`config.mk`:
```
export PLATFORM = sky130hd
export DESIGN_NAME = codepoint_to_utf7_encoder
export DESIGN_NICKNAME = d
export VERILOG_FILES = /design/src/rtl/utf7e_pkg.sv /design/src/rtl/utf7e_front.sv /design/src/rtl/utf7e_jobq.sv /design/src/rtl/utf7e_back.sv /design/src/rtl/codepoint_to_utf7_encoder.sv
export SDC_FILE = /design/constraint.sdc
export NUM_CORES = 1
export LEC_CHECK = 0
export BUFFER_PORTS_ARGS = -buffer_cell sky130_fd_sc_hd__clkbuf_2
export CAP_MARGIN = 20
export CORE_ASPECT_RATIO = 0.6
export CORE_MARGIN = 2
export CORE_UTILIZATION = 50
export CTS_BUF_LIST = sky130_fd_sc_hd__clkbuf_4 sky130_fd_sc_hd__clkbuf_8
export DETAILED_ROUTE_END_ITERATION = 8
export PLACE_DENSITY_LB_ADDON = 0.1
export SYNTH_ARGS = -nofsm -noshare
export SYNTH_HDL_FRONTEND = slang
export SYNTH_SLANG_ARGS = --single-unit
```
`constraint.sdc`:
```
create_clock -name i_clk -period 12.2 [get_ports i_clk]
set_input_delay 1.22 -clock i_clk [delete_from_list [all_inputs] [get_ports i_clk]]
set_output_delay 1.22 -clock i_clk [all_outputs]
set_load 0.05 [all_outputs]
```
`src/rtl/utf7e_pkg.sv`:
```
`timescale 1ns / 1ps
`default_nettype none
// ============================================================================
// utf7e_pkg
// Shared types, character codes and base64 helpers for the UTF-7 encoder.
// ============================================================================
package utf7e_pkg;

    // Depth of the job queue between front and back end
    localparam int unsigned JOBQ_DEPTH = 2;
    // Most bytes a single transaction can produce
    localparam int unsigned MAX_BYTES  = 6;

    // Encoder mode codes (base64 with 0, 2 or 4 bits held)
    localparam logic [1:0] MODE_ASCII = 2'd0;
    localparam logic [1:0] MODE_B64_0 = 2'd1;
    localparam logic [1:0] MODE_B64_2 = 2'd2;
    localparam logic [1:0] MODE_B64_4 = 2'd3;

    // Function codes
    localparam logic FUNC_ENCODE = 1'b0;
    localparam logic FUNC_FLUSH  = 1'b1;

    // Character codes
    localparam logic [6:0] CH_PLUS  = 7'h2B;
    localparam logic [6:0] CH_AMP   = 7'h26;
    localparam logic [6:0] CH_DASH  = 7'h2D;
    localparam logic [6:0] CH_COMMA = 7'h2C;
    localparam logic [6:0] CH_SLASH = 7'h2F;

    // First code point outside the Unicode range
    localparam logic [30:0] CP_LIMIT = 31'h0011_0000;

    // One decoded transaction: the bytes it produces, in order
    typedef struct packed {
        logic [MAX_BYTES-1:0][6:0] bytes;
        logic [2:0]                cnt;     // results to deliver, 1..6
        logic                      vld;     // bytes carry data
        logic                      status;  // illegal code point skipped
    } t_job;

    // Base64 digit for a 6-bit value
    function automatic logic [6:0] b64_digit(input logic [5:0] v, input logic imap);
        logic [6:0] ch;
        if (v < 6'd26) begin
            ch = {1'b0, v} + 7'h41;
        end else if (v < 6'd52) begin
            ch = {1'b0, 6'(v - 6'd26)} + 7'h61;
        end else if (v < 6'd62) begin
            ch = {1'b0, 6'(v - 6'd52)} + 7'h30;
        end else if (v == 6'd62) begin
            ch = CH_PLUS;
        end else begin
            ch = imap ? CH_COMMA : CH_SLASH;
        end
        return ch;
    endfunction

    // Characters sent as themselves in ASCII mode
    function automatic logic is_direct(input logic [30:0] c, input logic imap);
        logic       lo;
        logic [6:0] c7;
        logic       res;
        lo = (c[30:7] == 24'd0);
        c7 = c[6:0];
        if (imap) begin
            res = lo && (c7 != CH_AMP) && (c7 inside {[7'h20:7'h7E]});
        end else begin
            res = lo && (c7 inside {[7'h41:7'h5A], [7'h61:7'h7A], [7'h30:7'h39],
                                    7'h27, 7'h28, 7'h29, [7'h2C:7'h2F], 7'h3A,
                                    7'h3F, 7'h20, 7'h09, 7'h0A, 7'h0D});
        end
        return res;
    endfunction

    // Characters that would be read as base64 unless '-' closes the run
    function automatic logic explicit_close(input logic [30:0] c);
        logic       lo;
        logic [6:0] c7;
        lo = (c[30:7] == 24'd0);
        c7 = c[6:0];
        return lo && (c7 inside {[7'h41:7'h5A], [7'h61:7'h7A], [7'h2F:7'h39],
                                 CH_PLUS, CH_DASH});
    endfunction

endpackage
`default_nettype wire

```
`src/rtl/utf7e_front.sv`:
```
`timescale 1ns / 1ps
`default_nettype none
// ============================================================================
// utf7e_front
// Front end: classifies each transaction, tracks base64 state and builds the
// complete list of output bytes as one job for the queue.
// ============================================================================
module utf7e_front
    import utf7e_pkg::*;
(
    input  wire logic        i_clk,
    input  wire logic        i_rst_n,
    input  wire logic        i_cfg_we,
    input  wire logic        i_cfg_wdata,
    input  wire logic        i_accept,
    input  wire logic        i_func,
    input  wire logic [30:0] i_code_point,
    output t_job             o_job
);

    logic       r_imap;
    logic [1:0] r_mode,  n_mode;
    logic [3:0] r_pend,  n_pend;

    logic        bmp, legal, direct, amp, is_shift, do_close;
    logic [6:0]  shift_ch, pend_dig, cp7;
    logic [19:0] cpm;
    logic [31:0] d32;
    logic [35:0] strm;
    logic [MAX_BYTES-1:0][6:0] dig;
    logic [2:0]  ndig;
    logic [1:0]  enc_mode;
    logic [3:0]  enc_pend;
    logic [2:0]  n;
    t_job        job;

    // Classification
    always_comb begin
        shift_ch = r_imap ? CH_AMP : CH_PLUS;
        cp7      = i_code_point[6:0];
        legal    = i_code_point < CP_LIMIT;
        bmp      = (i_code_point[30:16] == 15'd0);
        direct   = is_direct(i_code_point, r_imap);
        amp      = r_imap && (i_code_point == {24'd0, CH_AMP});
        is_shift = (i_code_point == {24'd0, shift_ch});
        do_close = amp || direct;
        pend_dig = b64_digit({r_pend, 2'b00}, r_imap);
    end

    // UTF-16 units and the base64 bit stream, held bits first
    always_comb begin
        cpm = 20'(i_code_point[20:0] - 21'h01_0000);
        d32 = bmp ? {i_code_point[15:0], 16'h0000}
                  : {6'b110110, cpm[19:10], 6'b110111, cpm[9:0]};
        case (r_mode)
            MODE_B64_2: strm = {r_pend[3:2], d32, 2'b00};
            MODE_B64_4: strm = {r_pend, d32};
            default:    strm = {d32, 4'b0000};
        endcase
        for (int k = 0; k < MAX_BYTES; k++) begin
            dig[k] = b64_digit(strm[35-6*k -: 6], r_imap);
        end
    end

    // Digit count and leftover bits per held-bit count and unit size
    always_comb begin
        if (bmp) begin
            case (r_mode)
                MODE_B64_4: begin
                    ndig = 3'd3; enc_mode = MODE_B64_2; enc_pend = strm[17:14];
                end
                MODE_B64_2: begin
                    ndig = 3'd3; enc_mode = MODE_B64_0; enc_pend = 4'd0;
                end
                default: begin
                    ndig = 3'd2; enc_mode = MODE_B64_4; enc_pend = strm[23:20];
                end
            endcase
        end else begin
            case (r_mode)
                MODE_B64_4: begin
                    ndig = 3'd6; enc_mode = MODE_B64_0; enc_pend = 4'd0;
                end
                MODE_B64_2: begin
                    ndig = 3'd5; enc_mode = MODE_B64_4; enc_pend = strm[5:2];
                end
                default: begin
                    ndig = 3'd5; enc_mode = MODE_B64_2; enc_pend = strm[5:2];
                end
            endcase
        end
    end

    // Byte list and next state
    always_comb begin
        job    = '0;
        n      = 3'd0;
        n_mode = r_mode;
        n_pend = r_pend;
        if (i_func == FUNC_FLUSH) begin
            if (r_mode != MODE_ASCII) begin
                if (r_mode == MODE_B64_2 || r_mode == MODE_B64_4) begin
                    job.bytes[n] = pend_dig;
                    n = n + 3'd1;
                end
                job.bytes[n] = CH_DASH;
                n = n + 3'd1;
            end
            n_mode = MODE_ASCII;
            n_pend = 4'd0;
        end else if (!legal) begin
            job.status = 1'b1;
        end else if (r_mode == MODE_ASCII && direct) begin
            job.bytes[0] = cp7;
            n = 3'd1;
        end else if (r_mode == MODE_ASCII && is_shift) begin
            job.bytes[0] = cp7;
            job.bytes[1] = CH_DASH;
            n = 3'd2;
        end else if (r_mode != MODE_ASCII && do_close) begin
            // leave base64 mode before the direct character
            if (r_mode == MODE_B64_2 || r_mode == MODE_B64_4) begin
                job.bytes[n] = pend_dig;
                n = n + 3'd1;
            end
            if (r_imap || explicit_close(i_code_point)) begin
                job.bytes[n] = CH_DASH;
                n = n + 3'd1;
            end
            job.bytes[n] = cp7;
            n = n + 3'd1;
            if (amp) begin
                job.bytes[n] = CH_DASH;
                n = n + 3'd1;
            end
            n_mode = MODE_ASCII;
            n_pend = 4'd0;
        end else begin
            // base64 encode, opening the mode first when in ASCII
            if (r_mode == MODE_ASCII) begin
                job.bytes[0] = shift_ch;
                n = 3'd1;
            end
            for (int k = 0; k < MAX_BYTES; k++) begin
                if (3'(k) < ndig) begin
                    job.bytes[n] = dig[k];
                    n = n + 3'd1;
                end
            end
            n_mode = enc_mode;
            n_pend = enc_pend;
        end
        job.vld = (n != 3'd0);
        job.cnt = job.vld ? n : 3'd1;
    end

    assign o_job = job;

    // Configuration register
    always_ff @(posedge i_clk) begin
        if (!i_rst_n) begin
            r_imap <= 1'b0;
        end else if (i_cfg_we) begin
            r_imap <= i_cfg_wdata;
        end
    end

    // Encoder state
    always_ff @(posedge i_clk) begin
        if (!i_rst_n) begin
            r_mode <= MODE_ASCII;
            r_pend <= 4'd0;
        end else if (i_accept) begin
            r_mode <= n_mode;
            r_pend <= n_pend;
        end
    end

endmodule
`default_nettype wire

```
`src/rtl/utf7e_jobq.sv`:
```
`timescale 1ns / 1ps
`default_nettype none
// ============================================================================
// utf7e_jobq
// Small job queue decoupling the front end from the byte serialiser.
// ============================================================================
module utf7e_jobq
    import utf7e_pkg::*;
#(
    parameter int unsigned DEPTH = JOBQ_DEPTH
) (
    input  wire logic i_clk,
    input  wire logic i_rst_n,
    input  wire logic i_push,
    input  t_job      i_data,
    output logic      o_full,
    input  wire logic i_pop,
    output t_job      o_data,
    output logic      o_empty
);

    localparam int unsigned AW = (DEPTH > 1) ? $clog2(DEPTH) : 1;
    localparam int unsigned CW = $clog2(DEPTH + 1);

    t_job          r_mem [DEPTH];
    logic [AW-1:0] r_wp, r_rp;
    logic [CW-1:0] r_cnt;

    assign o_full  = (r_cnt == CW'(DEPTH));
    assign o_empty = (r_cnt == '0);
    assign o_data  = r_mem[r_rp];

    // Storage
    always_ff @(posedge i_clk) begin
        if (i_push) begin
            r_mem[r_wp] <= i_data;
        end
    end

    // Pointers and fill count
    always_ff @(posedge i_clk) begin
        if (!i_rst_n) begin
            r_wp  <= '0;
            r_rp  <= '0;
            r_cnt <= '0;
        end else begin
            if (i_push) begin
                r_wp <= (r_wp == AW'(DEPTH - 1)) ? '0 : r_wp + 1'b1;
            end
            if (i_pop) begin
                r_rp <= (r_rp == AW'(DEPTH - 1)) ? '0 : r_rp + 1'b1;
            end
            if (i_push && !i_pop) begin
                r_cnt <= r_cnt + 1'b1;
            end else if (!i_push && i_pop) begin
                r_cnt <= r_cnt - 1'b1;
            end
        end
    end

endmodule
`default_nettype wire

```
`src/rtl/utf7e_back.sv`:
```
`timescale 1ns / 1ps
`default_nettype none
// ============================================================================
// utf7e_back
// Back end: takes jobs from the queue and presents their bytes one result
// per cycle, while i_pop is held high, on the output queue interface.
// ============================================================================
module utf7e_back
    import utf7e_pkg::*;
(
    input  wire logic i_clk,
    input  wire logic i_rst_n,
    input  wire logic i_q_empty,
    input  t_job      i_q_job,
    output logic      o_q_pop,
    input  wire logic i_pop,
    output logic      o_empty,
    output logic [6:0] o_out_byte,
    output logic      o_byte_valid,
    output logic      o_last,
    output logic      o_status
);

    logic       r_busy;
    t_job       r_job;
    logic [2:0] r_idx;
    logic       last, take;

    // Current result
    assign last         = (r_idx == 3'(r_job.cnt - 3'd1));
    assign o_empty      = !r_busy;
    assign o_out_byte   = r_job.bytes[r_idx];
    assign o_byte_valid = r_job.vld;
    assign o_last       = last;
    assign o_status     = r_job.status;

    // Load the next job once the current one is drained
    assign take    = !r_busy || (i_pop && last);
    assign o_q_pop = take && !i_q_empty;

    always_ff @(posedge i_clk) begin
        if (o_q_pop) begin
            r_job <= i_q_job;
        end
    end

    always_ff @(posedge i_clk) begin
        if (!i_rst_n) begin
            r_busy <= 1'b0;
            r_idx  <= 3'd0;
        end else if (take) begin
            r_busy <= !i_q_empty;
            r_idx  <= 3'd0;
        end else if (i_pop) begin
            r_idx  <= r_idx + 3'd1;
        end
    end

endmodule
`default_nettype wire

```
`src/rtl/codepoint_to_utf7_encoder.sv`:
```
`timescale 1ns / 1ps
`default_nettype none
// ============================================================================
// codepoint_to_utf7_encoder
// UTF-7 encoder (standard or IMAP variant) from code points to ASCII bytes.
// ============================================================================
// Usage:
//  Input queue: drive i_func/i_code_point with push; a transaction is taken
//  on a clock edge with push high and full low. func 1 flushes base64 mode.
//  Output queue: while empty is low the oldest result is on o_out_byte,
//  o_byte_valid, o_last and o_status; pop takes it. Each transaction gives
//  one to six results, the final one marked by o_last; one that emits no
//  byte gives a single result with o_byte_valid low.
//  Path: a taken transaction is written to the job queue and then loaded
//  into the back end's job register, where its first result shows.
//  Throughput: one result per cycle while pop is held high, set by the single
//  output byte port; a transaction gives max(1, bytes) results, six at worst.
//  The front end takes one transaction per cycle while the job queue has room.
//  Stalls: holding pop low freezes the result; the job queue then fills and
//  full rises, without losing anything.
//  Reset: synchronous, active low; returns to ASCII mode, standard variant,
//  and empties all queues. i_cfg_we selects the variant; write it only
//  while no transaction is outstanding.
// ============================================================================
module codepoint_to_utf7_encoder
    import utf7e_pkg::*;
#(
    parameter int unsigned Q_DEPTH = JOBQ_DEPTH
) (
    input  wire logic        i_clk,
    input  wire logic        i_rst_n,
    input  wire logic        i_cfg_we,
    input  wire logic        i_cfg_wdata,
    input  wire logic        push,
    output logic             full,
    input  wire logic        i_func,
    input  wire logic [30:0] i_code_point,
    output logic             empty,
    input  wire logic        pop,
    output logic [6:0]       o_out_byte,
    output logic             o_byte_valid,
    output logic             o_last,
    output logic             o_status
);

    t_job fe_job, q_job;
    logic accept, q_empty, q_pop, q_full, out_pop;

    assign full    = q_full;
    assign accept  = push && !q_full;
    assign out_pop = pop && !empty;

    // Classification and state
    utf7e_front u_front (
        .i_clk        (i_clk),
        .i_rst_n      (i_rst_n),
        .i_cfg_we     (i_cfg_we),
        .i_cfg_wdata  (i_cfg_wdata),
        .i_accept     (accept),
        .i_func       (i_func),
        .i_code_point (i_code_point),
        .o_job        (fe_job)
    );

    // Job queue
    utf7e_jobq #(
        .DEPTH (Q_DEPTH)
    ) u_jobq (
        .i_clk   (i_clk),
        .i_rst_n (i_rst_n),
        .i_push  (accept),
        .i_data  (fe_job),
        .o_full  (q_full),
        .i_pop   (q_pop),
        .o_data  (q_job),
        .o_empty (q_empty)
    );

    // Byte serialiser
    utf7e_back u_back (
        .i_clk        (i_clk),
        .i_rst_n      (i_rst_n),
        .i_q_empty    (q_empty),
        .i_q_job      (q_job),
        .o_q_pop      (q_pop),
        .i_pop        (out_pop),
        .o_empty      (empty),
        .o_out_byte   (o_out_byte),
        .o_byte_valid (o_byte_valid),
        .o_last       (o_last),
        .o_status     (o_status)
    );

endmodule
`default_nettype wire

```
==> results of run 1 <==
## layout by cell type, fill, tap and decap left out, types with 10 or more instances in the layout
| cell type | n |
|---|---|
| edfxtp_1 | 141 |
| nand2_1 | 130 |
| a21oi_1 | 113 |
| nor2_1 | 99 |
| ha_1 | 71 |
| o21ai_0 | 70 |
| inv_1 | 64 |
| mux2_2 | 52 |
| clkbuf_2 | 49 |
| nand3_1 | 46 |
| mux2i_1 | 42 |
| xnor2_1 | 40 |
| nor3_1 | 30 |
| o22ai_1 | 26 |
| a31oi_1 | 25 |
| xor2_1 | 21 |
| buf_4 | 21 |
| nor2b_1 | 19 |
| clkbuf_8 | 17 |
| o211ai_1 | 16 |
| a211oi_1 | 15 |
| and3_1 | 14 |
| nand2b_1 | 13 |
| and2_1 | 13 |
| dfxtp_1 | 13 |
| nor4_1 | 12 |
| a21o_1 | 12 |
| a22oi_1 | 11 |
| nand4_1 | 10 |
## area by class of cell
type	count	area, um^2
clock buffers	17	234
clock inverters	15	115
fillers	2306	11600
inverters	69	259
flip-flops and latches	156	4540
repair buffers	70	403
well taps	352	440
multi-input cells	1092	7790
## sequential cells by signal, indices dropped and copies added (netlist names), 2 cells and up
register	flops
u_front.r_mode	2
u_jobq.r_mem	94
u_jobq.r_cnt	2
u_back.r_job	45
u_front.r_pend	4
u_back.r_idx	3
## kinds of logic (layout without fill, tap and decap cells)
kind of cell | Yosys count | after routing | synth area share, %
xor gates and xnor gates | 62 | 62 | 4.23
adders and majority gates | 71 | 71 | 6.83
muxes | 104 | 104 | 9.47
AOI/OAI and AO/OA | 412 | 412 | 21.6
DFF | 156 | 156 | 34.9
buffers and inverters | 158 | 171 | 5.35
and+or+nand+nor | 443 | 443 | 17.6
## worst reg2reg max path, stage by stage, from the launching register on
cell and delay (ns):
dfxtp_2 0.68, buf_4 0.59, nand2_1 0.31, nor2_1 0.45, inv_1 0.21, ha_1 0.30, nor3_1 0.81, nand2_1 0.12
o211ai_1 0.12, o21ai_0 0.29, nor2_1 0.26, a2111oi_0 0.09, a211oi_1 0.47
## how the worst min path moves through the flow
stage                                   start               end  cells past startpoint
after floorplan                 u_back.r_busy   u_back.r_idx[1]                      2
after global placement          u_back.r_busy   u_back.r_idx[1]                      2
after detailed placement        u_back.r_busy   u_back.r_idx[1]                      2
after CTS                       u_back.r_busy   u_back.r_idx[1]                      2
after global routing      u_jobq.r_mem[0][27]  u_back.r_job[27]                      1
final                           u_back.r_busy   u_back.r_idx[1]                      2
## layer usage
metal	vias up	track usage, %	routed length (um)
met5	-	0	0
met4	0	5.63	524
met3	49	13.3	5950
li1	5248	-	-
met2	633	42.4	16400
met1	5542	50.3	21000
## power breakdown
group          leakage (nW)  total, mW  switching [mW]  internal [mW]
combinational          3.58      0.755           0.496          0.259
clock                 0.159      0.344           0.202          0.142
sequential             1.47      0.782          0.0437          0.738
total                  5.21       1.88           0.742           1.14
## stage by stage
stage	worst slack (ns)	power (mW)
4_1_cts	6.46	1.88
2_1_floorplan	6.75	1.31
5_1_grt	6.06	1.98
3_5_place_dp	5.97	1.53
6_report	6.30	1.88
3_3_place_gp	6.07	1.53
==> results.md, run 1 <==
* Outcome: finished clean
* Hold_ws at 0.532 ns
* FP Rows at 45
* Fin crit period at 5.90 ns
* Top post-synthesis cells by area: edfxtp_1, ha_1, mux2_2
* DRT antenna net count at 0
* Total core area at 25,400 um^2
* Sink Count at 156
* IO Count at 50
* Setup repair bufs after CTS at 0
* Root buf cell: clkbuf_8
* DR vias/cell at ~6.5
* Synth area leader: edfxtp_1
* DRT Pass-1 Iters at 6
* Clk_lat worst skew at 0.47 ns
* Worst r2r dst: u_jobq.r_mem[0][29]
* CP Max Fanout at 28
* Pwr dens at 137 nW/um^2
* Reg2reg start: u_front.r_mode[1]
* Initial antenna violation count at 0
* Critical path capture point type: register
* Stages on worst setup path at 14
* Worst-case clock buffer depth at 2
* CP bufs+invs at 3
* Maximum vdd drop at between 100 and 150 uV
* Final setup vio count at 0
* Synthesized flop and latch total at 156
* Period utilization at 48.4%
* Vias in the first global route at about 11k
* Syn avg cell area at 9.25 um^2
* Crit-path cells: clkbuf_2, nor4_4, nand4_4, inv_2, a21oi_1, nor3_2, inv_1, ha_1, xnor2_1, or3b_1, nor3b_1, nor2_1, nand3_1, a211o_1
* DRC viols at 0
* Arrival time of the worst setup path at roughly 6 ns
* Worst-Margin Slew at 1.11 ns
* Total of max-cap violations at 0
* Slowest CP cell: nor3_2
* Main synth FF type: edfxtp_1
* Finished Layout Cells at 1,771
* Req. time, crit path at 12.37 ns
* Routed length per instance at ~25 um
* RSZ-0062 raised after global routing: no
* Fmax achieved at 169 MHz
* CTS Hold Bufs at 0
* Critical path launch point: i_code_point[24]
* Slew margin rel. at between 20% and 30%
* Cell variety after synth at between 100 and 150
* HPWL after detailed placement at 32,400 um
* Mapped Cells at 1,406
* Die Wd at 212 um
* Final hold vios at 0
* Die height at 129 um
* Vias at about 11k
* Resize count post-CTS at 0
* RePlAce Congestion at just under 1
* Async set-reset flop share out of synthesis at 0%
* CTS buffer count at 17
* Largest net degree at the start of global routing at 50
* Synth top area share at ~33%
* GRT Total Usage at 32.7%
* Diode count at 0
* DR iter-0 viols at 1,577
* CP Capture Point: u_jobq.r_mem[1][9]
* Synth cell count leaders: edfxtp_1, nand2_1, a21oi_1, nor2_1, ha_1
* H-tree levels at 4
* CTS tree: yes
* Placed instance area at 13,400 um^2
* Die area at roughly 27,000 um^2
* Yosys synthesis warning count at 0
* Starting density of the core at 51.2%
* Post-synthesis sequential area ratio at 34.9%
* Final net count at 1,515
* DRT Wirelength at 43,900 um
* Reg-to-reg slack, setup at 7.22 ns
* Worst path top cell family by delay: simple AND/OR/NAND/NOR gates
* Final Slew Violations at 0
* Finished Cell Area at 13,800 um^2
* Final setup TNS at 0 ns
* Reg2reg path depth at 12
* Critical path class: input pin to register
* Most numerous cell in the Yosys netlist: edfxtp_1
* Number of synthesized flops with an enable pin at 141
* Worst stage delay on the critical path at 0.84 ns
* Pleak at 5.21 nW
* First-pass GRT wire length at about 66,000 um
* Post-synthesis cell area at between 10,000 and 15,000 um^2
* GR Overflow Total at 0
* Worst Skew at between 0.02 and 0.03 ns
* Layout cells sized above 1 at 16.6%
* CP Launch Type: input pin
* Inst Count DP at roughly 1.7k
* Core Util, Final at 54.3%
* CTS clk-pin slew, worst paths at 0.09 ns
* P&R area growth vs syn at 5.97%
* Hold WC Path Type: register to register
* Buffers on Ports at 49
* Synthesized net count at 1,515
Note: power is estimated with default switching activity, not from simulation.
==> inputs of run 2 (changes only) <==
==> constraint.sdc (replaced) <==
create_clock -name i_clk -period 5.05 [get_ports i_clk]
set_input_delay 0.505 -clock i_clk [delete_from_list [all_inputs] [get_ports i_clk]]
set_output_delay 0.505 -clock i_clk [all_outputs]
set_load 0.05 [all_outputs]
==> run 2 against run 1 <==
Highest routed layer unchanged. Worst hold slack lost 0.22 ns. First-iteration DRC count shrank 5.3%. Largest power group is now combinational cells. Global-route usage grew 1.1 points. Routed wire length grew 3.5%. Core utilization grew 1.6 points. Sequential power grew 140%. Via count grew 3.2%. Critical path depth grew 2. Design area grew 2.9%. Combinational power grew to 2.5 times the previous value. Setup slack lost 6.1 ns. Clock skew shrank 0.016 ns.
==> results.md, run 2 (synthesized netlist as in run 1, its figures left out) <==
* Clk_lat worst skew at 0.46 ns (was 0.47 ns)
* Reg2reg start: u_front.r_mode[0] (was u_front.r_mode[1])
* Pwr dens at 329 nW/um^2 (was 137 nW/um^2)
* Worst Hold Depth at 3 (was 2)
* RePlAce Congestion at 1.04 (was 0.988)
* Pre-CTS setup slack at -0.0584 ns (was 5.97 ns)
* CP Launch Type: input pin (unchanged)
* First-pass GRT wire length at 68,100 um (was 66,000 um)
* Hold WC Path Type: input pin to register (was register to register)
* Maximum vdd drop at 397 uV (was 105 uV)
* Leading registers by flop count: u_jobq.r_mem: 94 flops, u_back.r_job: 45 flops, u_front.r_pend: 4 flops (unchanged)
* Reg-to-reg slack, setup at 0.37 ns (was 7.22 ns)
* IO Count at 50 (unchanged)
* Initial antenna violation count at 0 (unchanged)
* Layout cells sized above 1 at 19.5% (was 16.6%)
* Final Slew Violations at 0 (unchanged)
* Final setup TNS at 0 ns (unchanged)
* Slew margin rel. at 35.7% (was 25.1%)
* Routed length per instance at 25.0 um (was 24.8 um)
* Req. time, crit path at 5.27 ns (was 12.37 ns)
* CP Max Fanout at 12 (was 28)
* Final hold vios at 0 (unchanged)
* Critical path class: input pin to register (unchanged)
* CTS Hold Bufs at 0 (unchanged)
* Reg with most FFs: u_jobq.r_mem (unchanged)
* Clock power frac at 19.1% (was 18.3%)
* Psw at 1.83 mW (was 0.742 mW)
* Total core area at 25,400 um^2 (unchanged)
* Most frequent cells in the layout: edfxtp_1, nand2_1, a21oi_1 (unchanged)
* Fill cells at 2,336 (was 2,306)
* Max FFs per register at 94 (unchanged)
* Worst-case clock buffer depth at 2 (unchanged)
* Comb pwr share at 40.6% (was 40.2%)
* HPWL after detailed placement at 35,000 um (was 32,400 um)
* Diode count at 0 (unchanged)
* Finished Cell Area at 14,200 um^2 (was 13,800 um^2)
* GR Overflow Total at 0 (unchanged)
* Finished Layout Cells at 1,818 (was 1,771)
* Starting density of the core at 51.2% (unchanged)
* P&R area growth vs syn at 9.03% (was 5.97%)
* Worst r2r dst: u_jobq.r_mem[1][18] (was u_jobq.r_mem[0][29])
* Die area at 27,400 um^2 (unchanged)
* CP Capture Point: u_jobq.r_mem[1][18] (was u_jobq.r_mem[1][9])
* DR iter-0 viols at 1,493 (was 1,577)
* Final net count at 1,562 (was 1,515)
* Outcome: finished clean (unchanged)
* DRC viols at 0 (unchanged)
* Critical path capture point type: register (unchanged)
* Sink Count at 156 (unchanged)
* Worst Skew at 0.0136 ns (was 0.0293 ns)
* Vias in the first global route at 10.7k (was 10.6k)
* CTS buffer count at 17 (unchanged)
* Final setup vio count at 0 (unchanged)
* Post-route setup slack at 0.183 ns (was 6.30 ns)
* DRT antenna net count at 0 (unchanged)
* Placed instance area at 13,800 um^2 (was 13,400 um^2)
* Int Power at 2.84 mW (was 1.14 mW)
* Register Area at 4540 um^2 (unchanged)
* DRT Pass-1 Iters at 5 (was 6)
* Fmax achieved at 205 MHz
* DR vias/cell at 6.51 (was 6.48)
* Pleak at 5.47 nW (was 5.21 nW)
* H-tree levels at 4 (unchanged)
* CTS tree: yes (unchanged)
* Inst Count DP at 1,785 (was 1,739)
* Period utilization at 96.4%
* Reg2reg path depth at 13 (was 12)
* Sequential share of power at 40.3% (was 41.6%)
* Arrival time of the worst setup path at 5.09 ns (was 6.07 ns)
* Critical path launch point: i_code_point[16] (was i_code_point[24])
* Multi-input combinational cell area at 7800 um^2 (was 7790 um^2)
* Die height at 129 um (unchanged)
* DRT Wirelength at 45,500 um (was 43,900 um)
* Largest net degree at the start of global routing at 50 (unchanged)
* GRT Total Usage at 33.9% (was 32.7%)
* RSZ-0062 raised after global routing: no (unchanged)
* Most common cell after layout, fill and taps aside: edfxtp_1 (unchanged)
* Vias at 11.8k (was 11.5k)
* FP Rows at 45 (unchanged)
* Die Wd at 212 um (unchanged)
* Root buf cell: clkbuf_8 (unchanged)
* Total of max-cap violations at 0 (unchanged)
* Fin crit period at about 4.9 ns
* CTS clk-pin slew, worst paths at 0.09 ns (about the same)
* Buffers on Ports at 49 (unchanged)
* Worst-Margin Slew at 0.964 ns (was 1.11 ns)
* Switch share at 39.2% (was 39.5%)
run 2: cell types whose count changed in the layout (fill, tap and decap cells not counted), sizes merged:
cell      change
clkbuf        +1
buf          +46
bufinv        +1
clkinvlp      -3
clkinv        +1
inv           +1
run 2: power by group through the flow:
stage	Combinational (mW)	Sequential (mW)	Clock, mW
after floorplan	1.27	1.89	0
after global placement	1.84	1.90	0
after detailed placement	1.84	1.91	0
after CTS	1.85	1.88	0.907
after global routing	2.03	1.90	0.955
final	1.89	1.88	0.891
run 2: cell type report:
cell class | count | share of cell area (%)
multi-input cells | 1092 | 55.0
flip-flops and latches | 156 | 32.0
repair buffers | 117 | 5.42
well taps | 352 | 3.11
inverters | 69 | 1.83
clock buffers | 17 | 1.65
clock inverters | 15 | 0.980
run 2: critical path, cell delays in order:
cell,delay (ns)
clkbuf_2,0.14
inv_1,0.07
ha_1,0.19
nor3b_2,0.42
nand4_2,0.47
buf_4,0.34
and2_1,0.21
inv_1,0.14
ha_1,0.23
o21ai_0,0.21
and3_1,0.25
a31o_2,0.25
o221ai_1,0.42
a2bb2oi_1,0.68
nand2_1,0.11
a41oi_1,0.42
run 2: worst min-delay path by stage:
| stage | start | to | slack, ns |
|---|---|---|---|
| 6_report | i_cfg_wdata | u_front.r_imap | 0.31 |
| 2_1_floorplan | u_back.r_busy | u_back.r_idx[1] | 0.48 |
| 4_1_cts | i_cfg_wdata | u_front.r_imap | 0.29 |
| 5_1_grt | i_cfg_wdata | u_front.r_imap | 0.30 |
| 3_5_place_dp | u_back.r_busy | u_back.r_idx[1] | 0.50 |
| 3_3_place_gp | u_back.r_busy | u_back.r_idx[1] | 0.50 |
run 2: metrics by stage:
stage | utilization [%] | hold slack [ns] | power [mW]
5_1_grt | 55.8 | 0.304 | 4.89
3_3_place_gp | 54.3 | 0.504 | 3.74
2_1_floorplan | - | 0.482 | 3.17
4_1_cts | 55.8 | 0.294 | 4.64
3_5_place_dp | 54.3 | 0.503 | 3.75
6_report | 55.8 | 0.313 | 4.66
run 2: metal layers:
layer | up-vias | routed length [um] | GRT usage [%]
li1 | 5345 | - | -
met1 | 5693 | 21400 | 51.5
met2 | 729 | 16400 | 42.2
met3 | 69 | 6960 | 16.3
met4 | 0 | 766 | 6.75
met5 | - | 0 | 0
run 2: what timing repair did:
item / CTS / global route
setup buffers: 0 / 0
resized for setup: 0 / 2
setup endpoints to repair: 0 / 4
hold endpoints to repair: 0 / 0
